$ cat src/sv/owned_channel_byte_pipe_table_defines.svh
// ----------------------------------------------------------------------------
// owned_channel_byte_pipe_table_defines
// assertion macros used by the channel table controller rtl
// ----------------------------------------------------------------------------
`ifndef OWNED_CHANNEL_BYTE_PIPE_TABLE_DEFINES_SVH
`define OWNED_CHANNEL_BYTE_PIPE_TABLE_DEFINES_SVH

// implication checked on every clock edge outside reset
`define OCB_ASSERT_IMPL(label, clk, rst, cond, expr, msg) \
  label: assert property (@(posedge clk) disable iff (rst) (cond) |-> (expr)) \
    else $error(msg);

// next-cycle implication outside reset
`define OCB_ASSERT_NEXT(label, clk, rst, cond, expr, msg) \
  label: assert property (@(posedge clk) disable iff (rst) (cond) |=> (expr)) \
    else $error(msg);

`endif

$ cat src/sv/ocbpt_pkg.sv
// ----------------------------------------------------------------------------
// ocbpt_pkg
// shared types and codes for the owned channel byte pipe table
// ----------------------------------------------------------------------------
`default_nettype none
package ocbpt_pkg;
  localparam logic [2:0] OP_CREATE  = 3'd0;
  localparam logic [2:0] OP_DESTROY = 3'd1;
  localparam logic [2:0] OP_MWRITE  = 3'd2;
  localparam logic [2:0] OP_MREAD   = 3'd3;
  localparam logic [2:0] OP_SWRITE  = 3'd4;
  localparam logic [2:0] OP_SREAD   = 3'd5;
  localparam logic [2:0] OP_CLEANUP = 3'd6;

  localparam logic [2:0] ST_OK     = 3'd0;
  localparam logic [2:0] ST_REJECT = 3'd1;
  localparam logic [2:0] ST_EMPTY  = 3'd2;
  localparam logic [2:0] ST_FULL   = 3'd3;
  localparam logic [2:0] ST_NOFREE = 3'd4;

  typedef struct packed {
    logic [2:0]  op;
    logic [2:0]  channel;
    logic [15:0] caller_pid;
    logic [7:0]  data_in;
    logic        last_byte;
  } req_t;

  typedef struct packed {
    logic [2:0]  status;
    logic [2:0]  channel_out;
    logic [7:0]  data_out;
    logic [15:0] transfer_count;
  } rsp_t;

  // controller to datapath
  typedef struct packed {
    logic load;     // capture request, read pointers
    logic mem_rd;   // issue ring read
    logic execute;  // update table, write ring, build response
  } cmd_t;
endpackage
`default_nettype wire

$ cat src/sv/ocbpt_ctrl.sv
// ----------------------------------------------------------------------------
// ocbpt_ctrl
// sequencer: load, ring read, execute, hold response
// ----------------------------------------------------------------------------
`default_nettype none
`include "owned_channel_byte_pipe_table_defines.svh"
module ocbpt_ctrl (
  input  wire logic          clk,
  input  wire logic          rst,
  input  wire logic          in_valid,
  output      logic          in_ready,
  output      logic          out_valid,
  input  wire logic          out_ready,
  output      ocbpt_pkg::cmd_t cmd
);
  localparam logic [1:0] S_IDLE = 2'd0;
  localparam logic [1:0] S_READ = 2'd1;
  localparam logic [1:0] S_EXEC = 2'd2;

  logic [1:0] state, state_next;
  logic       out_valid_next;

  // response register frees the sequencer once taken or empty
  assign in_ready = (state == S_IDLE) && (!out_valid || out_ready);

  always_comb begin
    state_next     = state;
    out_valid_next = out_valid && !out_ready;
    cmd            = '0;
    unique case (state)
      S_IDLE: begin
        if (in_valid && in_ready) begin
          cmd.load   = 1'b1;
          state_next = S_READ;
        end
      end
      S_READ: begin
        cmd.mem_rd = 1'b1;
        state_next = S_EXEC;
      end
      S_EXEC: begin
        cmd.execute    = 1'b1;
        out_valid_next = 1'b1;
        state_next     = S_IDLE;
      end
      default: state_next = S_IDLE;
    endcase
  end

  always_ff @(posedge clk) begin
    if (rst) begin
      state     <= S_IDLE;
      out_valid <= 1'b0;
    end else begin
      state     <= state_next;
      out_valid <= out_valid_next;
    end
  end

  `OCB_ASSERT_NEXT(a_load_then_read, clk, rst, cmd.load, state == S_READ, "load not followed by read")
  `OCB_ASSERT_NEXT(a_exec_gives_rsp, clk, rst, cmd.execute, out_valid, "execute lost response")
  `OCB_ASSERT_IMPL(a_no_accept_busy, clk, rst, state != S_IDLE, !in_ready, "accept while busy")
endmodule
`default_nettype wire

$ cat config.mk
export PLATFORM = sky130hd
export DESIGN_NAME = ocbpt_ctrl
export DESIGN_NICKNAME = d
export VERILOG_FILES = /design/src/sv/ocbpt_pkg.sv /design/src/sv/ocbpt_ctrl.sv
export VERILOG_INCLUDE_DIRS = /design/src /design/src/sv
export SDC_FILE = /design/constraint.sdc
export NUM_CORES = 1
export LEC_CHECK = 0
export BUFFER_PORTS_ARGS = -buffer_cell sky130_fd_sc_hd__clkbuf_2
export CAP_MARGIN = 20
export CORE_AREA = 4 4 41 43
export CTS_CLUSTER_SIZE = 10
export DETAILED_ROUTE_END_ITERATION = 6
export DIE_AREA = 0 0 45 47
export REMOVE_ABC_BUFFERS = 1
export SLEW_MARGIN = 25
export SYNTH_ARGS = -nofsm -noshare
export SYNTH_HDL_FRONTEND = slang
export SYNTH_SLANG_ARGS = --single-unit
export TNS_END_PERCENT = 20
$ cat constraint.sdc
create_clock -name clk -period 1.2 [get_ports clk]
set_clock_uncertainty 0.2 [all_clocks]
set_input_delay 0.06 -clock clk [delete_from_list [all_inputs] [get_ports clk]]
set_output_delay 0.06 -clock clk [all_outputs]
set_load 0.01 [all_outputs]
# == Yosys cells after proc, flatten, opt, wreduce, memory -nomap -nowiden ==
# Index checks and enable logic that the tools add are counted.
# word_totals
out_inout_bits,5
word_cells,19
reg_bits,3
inputBits,4
# classes
n_reduce_logical,7
mux,7
n_eq_ne,3
# ops
cell,n
2-to-1 mux 1 bit,5
one-hot mux 2 bit (2 select lines),1
logical AND 1 bit,3
equality test 2 x 1 -> 1 bit (second input constant),1
equality test 2 bit (second input constant),1
logical NOT 1 bit,2
logical NOT 2 bit,1
2-to-1 mux 2 bit,1
!= test 2 x 1 -> 1 bit (second input constant),1
logical OR 1 bit,1

# == Depth between registers and ports, before layout ==
# Gate-level depths: netlist of run 1.
# logic_depth
word_depth,6
ltp_mapped,2
ltp_nobuf,2

# == Worst setup path after synthesis of run 1 ==
# No wires, ideal clock.
# synth_path
path_type,reg2out
from,register out_valid
to,output cmd[2] (netlist name)
required_ns,0.940
arrival_ns,0.895
slack_ns,0.045
stages_incl_launch_ff,3
n_path_buf,0
path_cell_list,dfxtp_1 -> nor2b_4 -> nor4b_1
# synth_lines
element,line,rtl
start: declaration,ocbpt_ctrl.sv:12,"output logic out_valid,"
start signal: assignment,ocbpt_ctrl.sv:56,out_valid <= out_valid_next;
end: declaration,ocbpt_ctrl.sv:14,output ocbpt_pkg::cmd_t cmd

==> results of run 1 <==
==> sequential cells by signal, indices dropped and copies added, names as in the netlist <==
signal and flops:
state 2, out_valid 1
==> cells in the mapped netlist <==
cell | count | share of area, %
nor4b_1 | 1 | 6.1
buf_4 | 1 | 5.3
and2b_1 | 1 | 5.3
dfxtp_1 | 3 | 42
nor4_1 | 1 | 4.4
nor2b_4 | 1 | 9.6
nor2b_2 | 2 | 12
o21ba_1 | 1 | 7.0
nor3_1 | 1 | 3.5
nand2b_1 | 1 | 4.4
==> power groups by stage <==
stage / Sequential [mW] / Combinational, mW / Clock (mW)
after global placement: 0.112 / 0.0390 / 0
after global routing: 0.114 / 0.0532 / 0.189
after floorplan: 0.111 / 0.0202 / 0
final: 0.113 / 0.0484 / 0.178
after detailed placement: 0.112 / 0.0390 / 0
after CTS: 0.112 / 0.0458 / 0.186
==> metrics by stage <==
step	setup TNS, ns	hold WS (ns)	power, mW
3_5_place_dp	0	0.0999	0.151
2_1_floorplan	0	-0.00736	0.132
5_1_grt	-0.349	0.0167	0.357
3_3_place_gp	0	0.0980	0.151
4_1_cts	-0.155	-0.0237	0.344
6_report	-0.107	0.000989	0.339
==> layout make-up <==
class / instances / share of cell area [%]
Multi-Input combinational cell: 9 / 35.0
Clock buffer: 4 / 10.2
Timing Repair Buffer: 10 / 23.3
Tap cell: 15 / 7.28
Sequential cell: 3 / 24.3
==> how the worst max path moves through the flow <==
stage                   to  slack [ns]
global route        cmd[2]       -0.16
floorplan           cmd[2]        0.04
finish              cmd[2]        -0.1
CTS                 cmd[2]       -0.12
global placement    cmd[2]        0.08
detailed placement  cmd[2]        0.09
==> placed cells by master, fill, tap and decap left out <==
| master | n |
|---|---|
| nor4b_4 | 1 |
| clkbuf_1 | 1 |
| buf_2 | 2 |
| nor3_1 | 1 |
| and2b_1 | 1 |
| dlygate4sd3_1 | 2 |
| nor4_1 | 1 |
| clkbuf_4 | 3 |
| o21ba_1 | 1 |
| dfxtp_2 | 2 |
| nand2b_1 | 1 |
| nor2b_4 | 1 |
| dfxtp_1 | 1 |
| clkbuf_2 | 6 |
| nor2b_2 | 2 |
==> repair_timing <==
action,in CTS,in global routing
pin swaps,0,0
resized for setup,3,3
endpoints found under the setup margin,4,4
hold endpoints to repair,3,0
hold buffers,2,0
==> metal layers <==
metal  routed length, um  up-vias  share of wire [%]
met5                   0        -                  0
met4                   0        0                  0
met3                  27        0                7.1
met2                 231        4                 61
met1                 119       66                 31
li1                    -       69                  -
==> critical path, stage by stage (launching register included) <==
cell	delay, ns
dfxtp_1	0.30
nor2b_4	0.14
nor4b_4	0.20
buf_2	0.17
==> logic make-up (layout without fill, tap and decap cells) <==
logic type	after synthesis	in the layout	synth area share (%)
buffers and inverters	1	14	5.27
and+or+nand+nor	8	8	45.6
DFF	3	3	42.1
AOI/OAI and AO/OA	1	1	7.02
==> results.py, run 1 <==
metrics = {
    "flow_run": {
        "drv_cap": 0,
    },
    "clock_network": {
        "cts_max_path_buffers": 2,
        "cts_buffers": 3,
        "clock_sinks": 3,
        "path_clk_slew_ns": 0.04,
        "cts_setup_buffers": 0,
        "htreeDepth": 1,
        "root_buffer": "clkbuf_4",
        "clock_latency_ns": 0.23,
        "cts_tree": "built",
    },
    "global_route": {
        "grt_overflow": 0,
        "busiest_layer": "met2",
        "grt_max_degree": 6,
        "use_met3_pct": 1.15,
        "grt_pass1_wl_um": 600,
        "first_global_vias": 156,
        "use_met1_pct": 3.16,
        "grt_use_total_pct": 4.41,
        "antenna_found_initial": 0,
        "use_met2_pct": 7.63,
    },
    "route": {
        "num_vias": 139,
        "viasPerCell": 3.39,
        "drtAntennaViolNets": 0,
        "firstDrtPassIters": 2,
        "routed_wl_um": 378,
        "drc": 0,
        "avgRoutedWirePerCell_um": 9.22,
        "drtIter0Drc": 2,
    },
    "critical_path": {
        "reg2reg_depth": 2,
        "reg2reg_slack_ns": 0.23,
        "critPathLaunchType": "register",
        "rr_endpoint": "out_valid",
        "cp-end-kind": "primary output",
        "arrival_ns": 1.04,
        "cp_max_fo": 4,
        "path_class": "reg2out",
        "worstReg2RegStart": "state[1]",
        "startpoint": "out_valid",
        "crit_required_ns": 0.94,
    },
    "finish": {
        "fin_cells": 41,
        "diodes": 0,
        "nNetsFinal": 31,
        "register_area_um2": 62.6,
        "drive_gt1_share_pct": 65.4,
        "area_delta_synth_final_pct": 80.7,
        "design_area_um2": 258,
        "nFillCells": 155,
        "utilization_pct": 19.8,
        "multi_input_area_um2": 90.1,
    },
    "synth": {
        "netlist_instances": 13,
        "syn_avg_cell_area_um2": 11.0,
        "yosysSeqAreaShare_pct": 42.1,
        "ys_seq_elements": 3,
        "synth_area_um2": 143,
        "synth_cell_type_count": 10,
        "yosysWarnings": 0,
    },
    "placement": {
        "numPortBuffers": 8,
        "dpl_worst_slack_ns": 0.0888,
        "dp.cells": 35,
        "place_area_um2": 194,
        "gp_congestion": 0.609,
    },
    "pwr": {
        "power_frac_seq_pct": 33.4,
        "comb_power_share_pct": 14.3,
        "p_sw_mw": 0.0793,
        "p_per_area_nw_per_um2": 1320,
        "p_leak_nw": 0.126,
        "ir_drop_uv": 171,
        "p_clk_share_pct": 52.4,
        "swShare_pct": 23.4,
        "intPower_mw": 0.260,
    },
    "sta": {
        "tightest_slew_ns": 0.204,
        "slew_headroom_pct": 86.3,
        "fmax_mhz": 770,
        "drv_slew": 0,
        "layout_setup_ws_ns": -0.0990,
        "final-setup-viol-count": 2,
        "rsz0062_at_grt": "yes",
        "fin_crit_sh_pct": 108,
        "hold_viol": 0,
        "period_minus_slack_ns": 1.30,
    },
    "run_status": {
        "outcome": "finished, violations left",
        "violations": "negative setup slack",
    },
    "floorplan": {
        "core_um2": 1300,
        "rows": 13,
        "die_w_um": 45,
        "start_util_pct": 11.0,
        "io_pins": 9,
        "die-area_um2": 2120,
        "die_h_um": 47,
    },
    "min_path": {
        "hold_start": "out_ready",
        "hp-class": "in2reg",
        "min_to": "out_valid",
        "hold_depth": 3,
    },
}
No activity file was read; power rests on OpenSTA's default activity.
==> run 2: changes to the inputs <==
BUFFER_PORTS_ARGS = -buffer_cell sky130_fd_sc_hd__buf_2   (was -buffer_cell sky130_fd_sc_hd__clkbuf_2)
SKIP_LAST_GASP = 1   (was default)
==> results.py, run 2 (synthesized netlist as in run 1, its figures left out) <==
metrics = {
    "placement": {
        "gp_congestion": 0.613,
        "place_hpwl_um": 266,
        "place_area_um2": 194,
        "dpl_worst_slack_ns": 0.124,
        "numPortBuffers": 8,
    },
    "sta": {
        "slew_headroom_pct": 86.2,
        "hold_viol": 1,
        "fmax_mhz": 779,
        "drv_slew": 0,
        "rsz0062_at_grt": "yes",
        "fin_crit_sh_pct": 107,
        "setup-tns-final_ns": -0.159,
        "final-setup-viol-count": 4,
        "period_minus_slack_ns": 1.28,
        "tightest_slew_ns": 0.205,
        "layout_setup_ws_ns": -0.0837,
        "holdWs_ns": -0.00573,
    },
    "route": {
        "viasPerCell": 3.29,
        "drtIter0Drc": 1,
        "avgRoutedWirePerCell_um": 8.63,
        "routed_wl_um": 354,
        "num_vias": 135,
        "drc": 0,
        "drtAntennaViolNets": 0,
        "firstDrtPassIters": 3,
    },
    "floorplan": {
        "core_um2": 1300,
        "die_h_um": 47,
        "die_w_um": 45,
        "io_pins": 9,
        "start_util_pct": 11.0,
        "rows": 13,
        "die-area_um2": 2120,
    },
    "global_route": {
        "use_met3_pct": 2.30,
        "first_global_vias": 149,
        "grt_pass1_wl_um": 510,
        "antenna_found_initial": 0,
        "use_met2_pct": 6.50,
        "use_met1_pct": 2.48,
        "grt_use_total_pct": 3.86,
        "grt_max_degree": 6,
        "busiest_layer": "met2",
        "grt_overflow": 0,
    },
    "finish": {
        "layout_common_cells": "buf_2, clkbuf_4, dfxtp_1",
        "area_delta_synth_final_pct": 72.8,
        "regMostFlops": "state",
        "drive_gt1_share_pct": 57.7,
        "largest_reg_flops": 2,
        "nNetsFinal": 31,
        "nFillCells": 161,
        "reg_top3": "state (2), out_valid (1)",
        "design_area_um2": 246,
        "diodes": 0,
        "final_common_cell": "buf_2",
    },
    "clock_network": {
        "cts_setup_buffers": 0,
        "htreeDepth": 1,
        "cts_buffers": 3,
        "path_clk_slew_ns": 0.03,
        "clock_sinks": 3,
        "cts_tree": "built",
        "clock_latency_ns": 0.23,
        "root_buffer": "clkbuf_4",
        "cts_max_path_buffers": 2,
    },
    "critical_path": {
        "path_cells": "nor2b_4 > nor4b_2 > buf_2",
        "critPathLaunchType": "register",
        "worstReg2RegStart": "state[0]",
        "cpPeakStageDelay_ns": 0.30,
        "path_class": "reg2out",
        "arrival_ns": 1.02,
        "crit_family": "simple AND/OR/NAND/NOR gates",
        "startpoint": "out_valid",
        "cp-end-kind": "primary output",
        "cp_max_fo": 4,
        "cpMaxStageDelayCell": "dfxtp_1",
        "crit_required_ns": 0.94,
        "critical_path_buf_inv_count": 1,
    },
    "pwr": {
        "ir_drop_uv": 188,
        "p_per_area_nw_per_um2": 1330,
        "p_leak_nw": 0.121,
    },
    "min_path": {
        "hp-class": "in2reg",
        "hold_start": "out_ready",
    },
    "run_status": {
        "violations": "negative hold slack, negative setup slack",
        "outcome": "finished, violations left",
    },
    "flow_run": {
        "drv_cap": 0,
    },
}
-- run 2: per-layer routing --
metal	wire length, um	up-vias
met5	0	-
li1	-	70
met3	29	0
met1	143	61
met4	0	0
met2	180	4
-- run 2: worst paths after layout --
| path | depth (start not counted) | slack [ns] | to |
|---|---|---|---|
| worst min-delay path | 3 | -0.006 | out_valid |
| worst max register to register | 2 | 0.20 | state[1] |
| worst max-delay path | 3 | -0.08 | cmd[2] |
| worst min register to register | 1 | 0.33 | state[0] |
-- run 2: power by group --
group	switching, mW	internal [mW]	total [mW]
registers	0.00621	0.105	0.111
logic	0.0182	0.0264	0.0445
clock network	0.0485	0.124	0.173
total	0.0729	0.256	0.329
-- run 2: cell type report --
type | instances | area, um^2 | area share [%]
multi-input combinational | 9 | 81.3 | 33.0
timing repair buffer | 10 | 60.1 | 24.4
tap | 15 | 18.8 | 7.61
sequential | 3 | 60.1 | 24.4
clock buffer | 4 | 26.3 | 10.7
-- run 2: per-stage QoR --
stage,util [%],power [mW],cells
6_report,18.9,0.329,41
5_1_grt,18.9,0.350,41
4_1_cts,18.9,0.338,41
3_5_place_dp,14.9,0.151,35
3_3_place_gp,14.9,0.151,35
2_1_floorplan,-,0.132,12
-- run 2: repair_timing --
| item | CTS | global route |
|---|---|---|
| endpoints found under the hold margin | 3 | 0 |
| resized for setup | 1 | 0 |
| setup endpoints to repair | 4 | 4 |
| hold buffers | 2 | 0 |
-- run 2: worst min-delay path, cell delays in order --
cell and delay, ns:
buf_2 0.10, nor2b_4 0.05, o21ba_1 0.17
==> run 3: changes to the inputs <==
CORE_AREA = 2 2 39 41   (was 4 4 41 43)
CTS_CLUSTER_SIZE = default   (was 10)
DIE_AREA = 0 0 41 43   (was 0 0 45 47)
==> results.py, run 3 (synthesized netlist as in run 1, its figures left out) <==
metrics = {
    "run_status": {
        "outcome": "finished, violations left",
        "violations": "negative hold slack, negative setup slack",
    },
    "sta": {
        "fmax_mhz": 771,
        "rsz0062_at_grt": "yes",
        "period_minus_slack_ns": 1.30,
        "setup-tns-final_ns": -0.256,
        "hold_viol": 1,
        "final-setup-viol-count": 4,
        "fin_crit_sh_pct": 108,
        "holdWs_ns": -0.00172,
        "slew_headroom_pct": 83.5,
        "drv_slew": 0,
        "tightest_slew_ns": 0.247,
        "layout_setup_ws_ns": -0.0975,
    },
    "floorplan": {
        "die-area_um2": 1760,
        "start_util_pct": 10.3,
        "io_pins": 9,
        "die_h_um": 43,
        "die_w_um": 41,
        "core_um2": 1380,
        "rows": 14,
    },
    "clock_network": {
        "cts_tree": "built",
        "clock_sinks": 3,
        "path_clk_slew_ns": 0.04,
        "htreeDepth": 1,
        "root_buffer": "clkbuf_4",
        "cts_max_path_buffers": 2,
        "cts_buffers": 3,
        "hold_buffers": 2,
        "clock_latency_ns": 0.23,
    },
    "finish": {
        "nNetsFinal": 31,
        "final_common_cell": "buf_2",
        "largest_reg_flops": 2,
        "regMostFlops": "state",
        "diodes": 0,
        "reg_top3": "state (2), out_valid (1)",
        "layout_common_cells": "buf_2, clkbuf_4, dfxtp_1",
        "drive_gt1_share_pct": 57.7,
        "area_delta_synth_final_pct": 79.8,
    },
    "critical_path": {
        "cp_max_fo": 5,
        "cp-end-kind": "primary output",
        "crit_required_ns": 0.94,
        "critPathLaunchType": "register",
        "path_class": "reg2out",
        "arrival_ns": 1.04,
    },
    "route": {
        "num_vias": 138,
        "avgRoutedWirePerCell_um": 8.79,
        "wl_met2_um": 181,
        "drtAntennaViolNets": 0,
        "top_layer": "met3",
        "dr_wl_met3_um": 43,
        "viasPerCell": 3.29,
        "routed_wl_um": 369,
        "drc": 0,
        "met1_length_um": 144,
        "firstDrtPassIters": 2,
        "drtIter0Drc": 1,
    },
    "pwr": {
        "p_per_area_nw_per_um2": 1310,
        "ir_drop_uv": 336,
        "power.total_mw": 0.336,
        "p_leak_nw": 0.126,
    },
    "placement": {
        "gp_congestion": 0.577,
        "numPortBuffers": 8,
    },
    "global_route": {
        "antenna_found_initial": 0,
        "grt_pass1_wl_um": 572,
        "grt_use_total_pct": 5.81,
        "grt_overflow": 0,
        "first_global_vias": 140,
        "grt_max_degree": 6,
    },
    "flow_run": {
        "drv_cap": 0,
    },
    "min_path": {
        "hp-class": "in2reg",
    },
}
run 3: final timing paths:
| path | depth (start not counted) | endpoint | start | slack [ns] |
|---|---|---|---|---|
| worst max-delay path | 2 | cmd[2] | state[0] | -0.1 |
| worst max register to register | 2 | state[1] | state[0] | 0.18 |
| worst min register to register | 1 | state[0] | state[0] | 0.38 |
| worst min-delay path | 3 | out_valid | out_ready | -0.002 |
run 3: worst max-delay path, stage by stage, from the launching register on:
cell and delay [ns]:
dfxtp_1 0.36, nor4b_4 0.28, buf_2 0.16
run 3: timing repair:
action | CTS | global route
endpoints found under the setup margin | 4 | 4
buffers inserted | 0 | 0
hold endpoints to repair | 3 | 1
resized for setup | 1 | 1
run 3: final cells by class:
| class | count | area (um^2) |
|---|---|---|
| fillers | 166 | 1130 |
| clock buffers | 4 | 26.3 |
| flip-flops and latches | 3 | 60.1 |
| well taps | 16 | 20.0 |
| multi-input cells | 9 | 90.1 |
| repair buffers | 10 | 60.1 |
run 3: metrics by stage:
step | instance area [um^2] | hold slack [ns] | utilization (%) | cells | setup slack [ns]
after detailed placement | 195 | 0.125 | 14.1 | 36 | 0.0943
after global routing | 256 | -0.00680 | 18.5 | 42 | -0.197
after floorplan | 135 | -0.00736 | - | 12 | 0.0445
final | 256 | -0.00172 | 18.5 | 42 | -0.0975
after global placement | 195 | 0.111 | 14.1 | 36 | 0.113
after CTS | 248 | -0.0146 | 17.9 | 42 | -0.101
run 3: metal layers:
metal / GRT usage (%) / vias to the layer above
li1: - / 71
met1: 5.11 / 60
met2: 7.50 / 7
met3: 4.71 / 0
met4: 6.00 / 0
met5: 0 / -
run 3: power by group:
| group | leakage (nW) | total, mW | switching (mW) | internal [mW] |
|---|---|---|---|---|
| logic | 0.0869 | 0.0483 | 0.0191 | 0.0291 |
| registers | 0.0246 | 0.112 | 0.00738 | 0.105 |
| clock network | 0.0150 | 0.175 | 0.0506 | 0.125 |
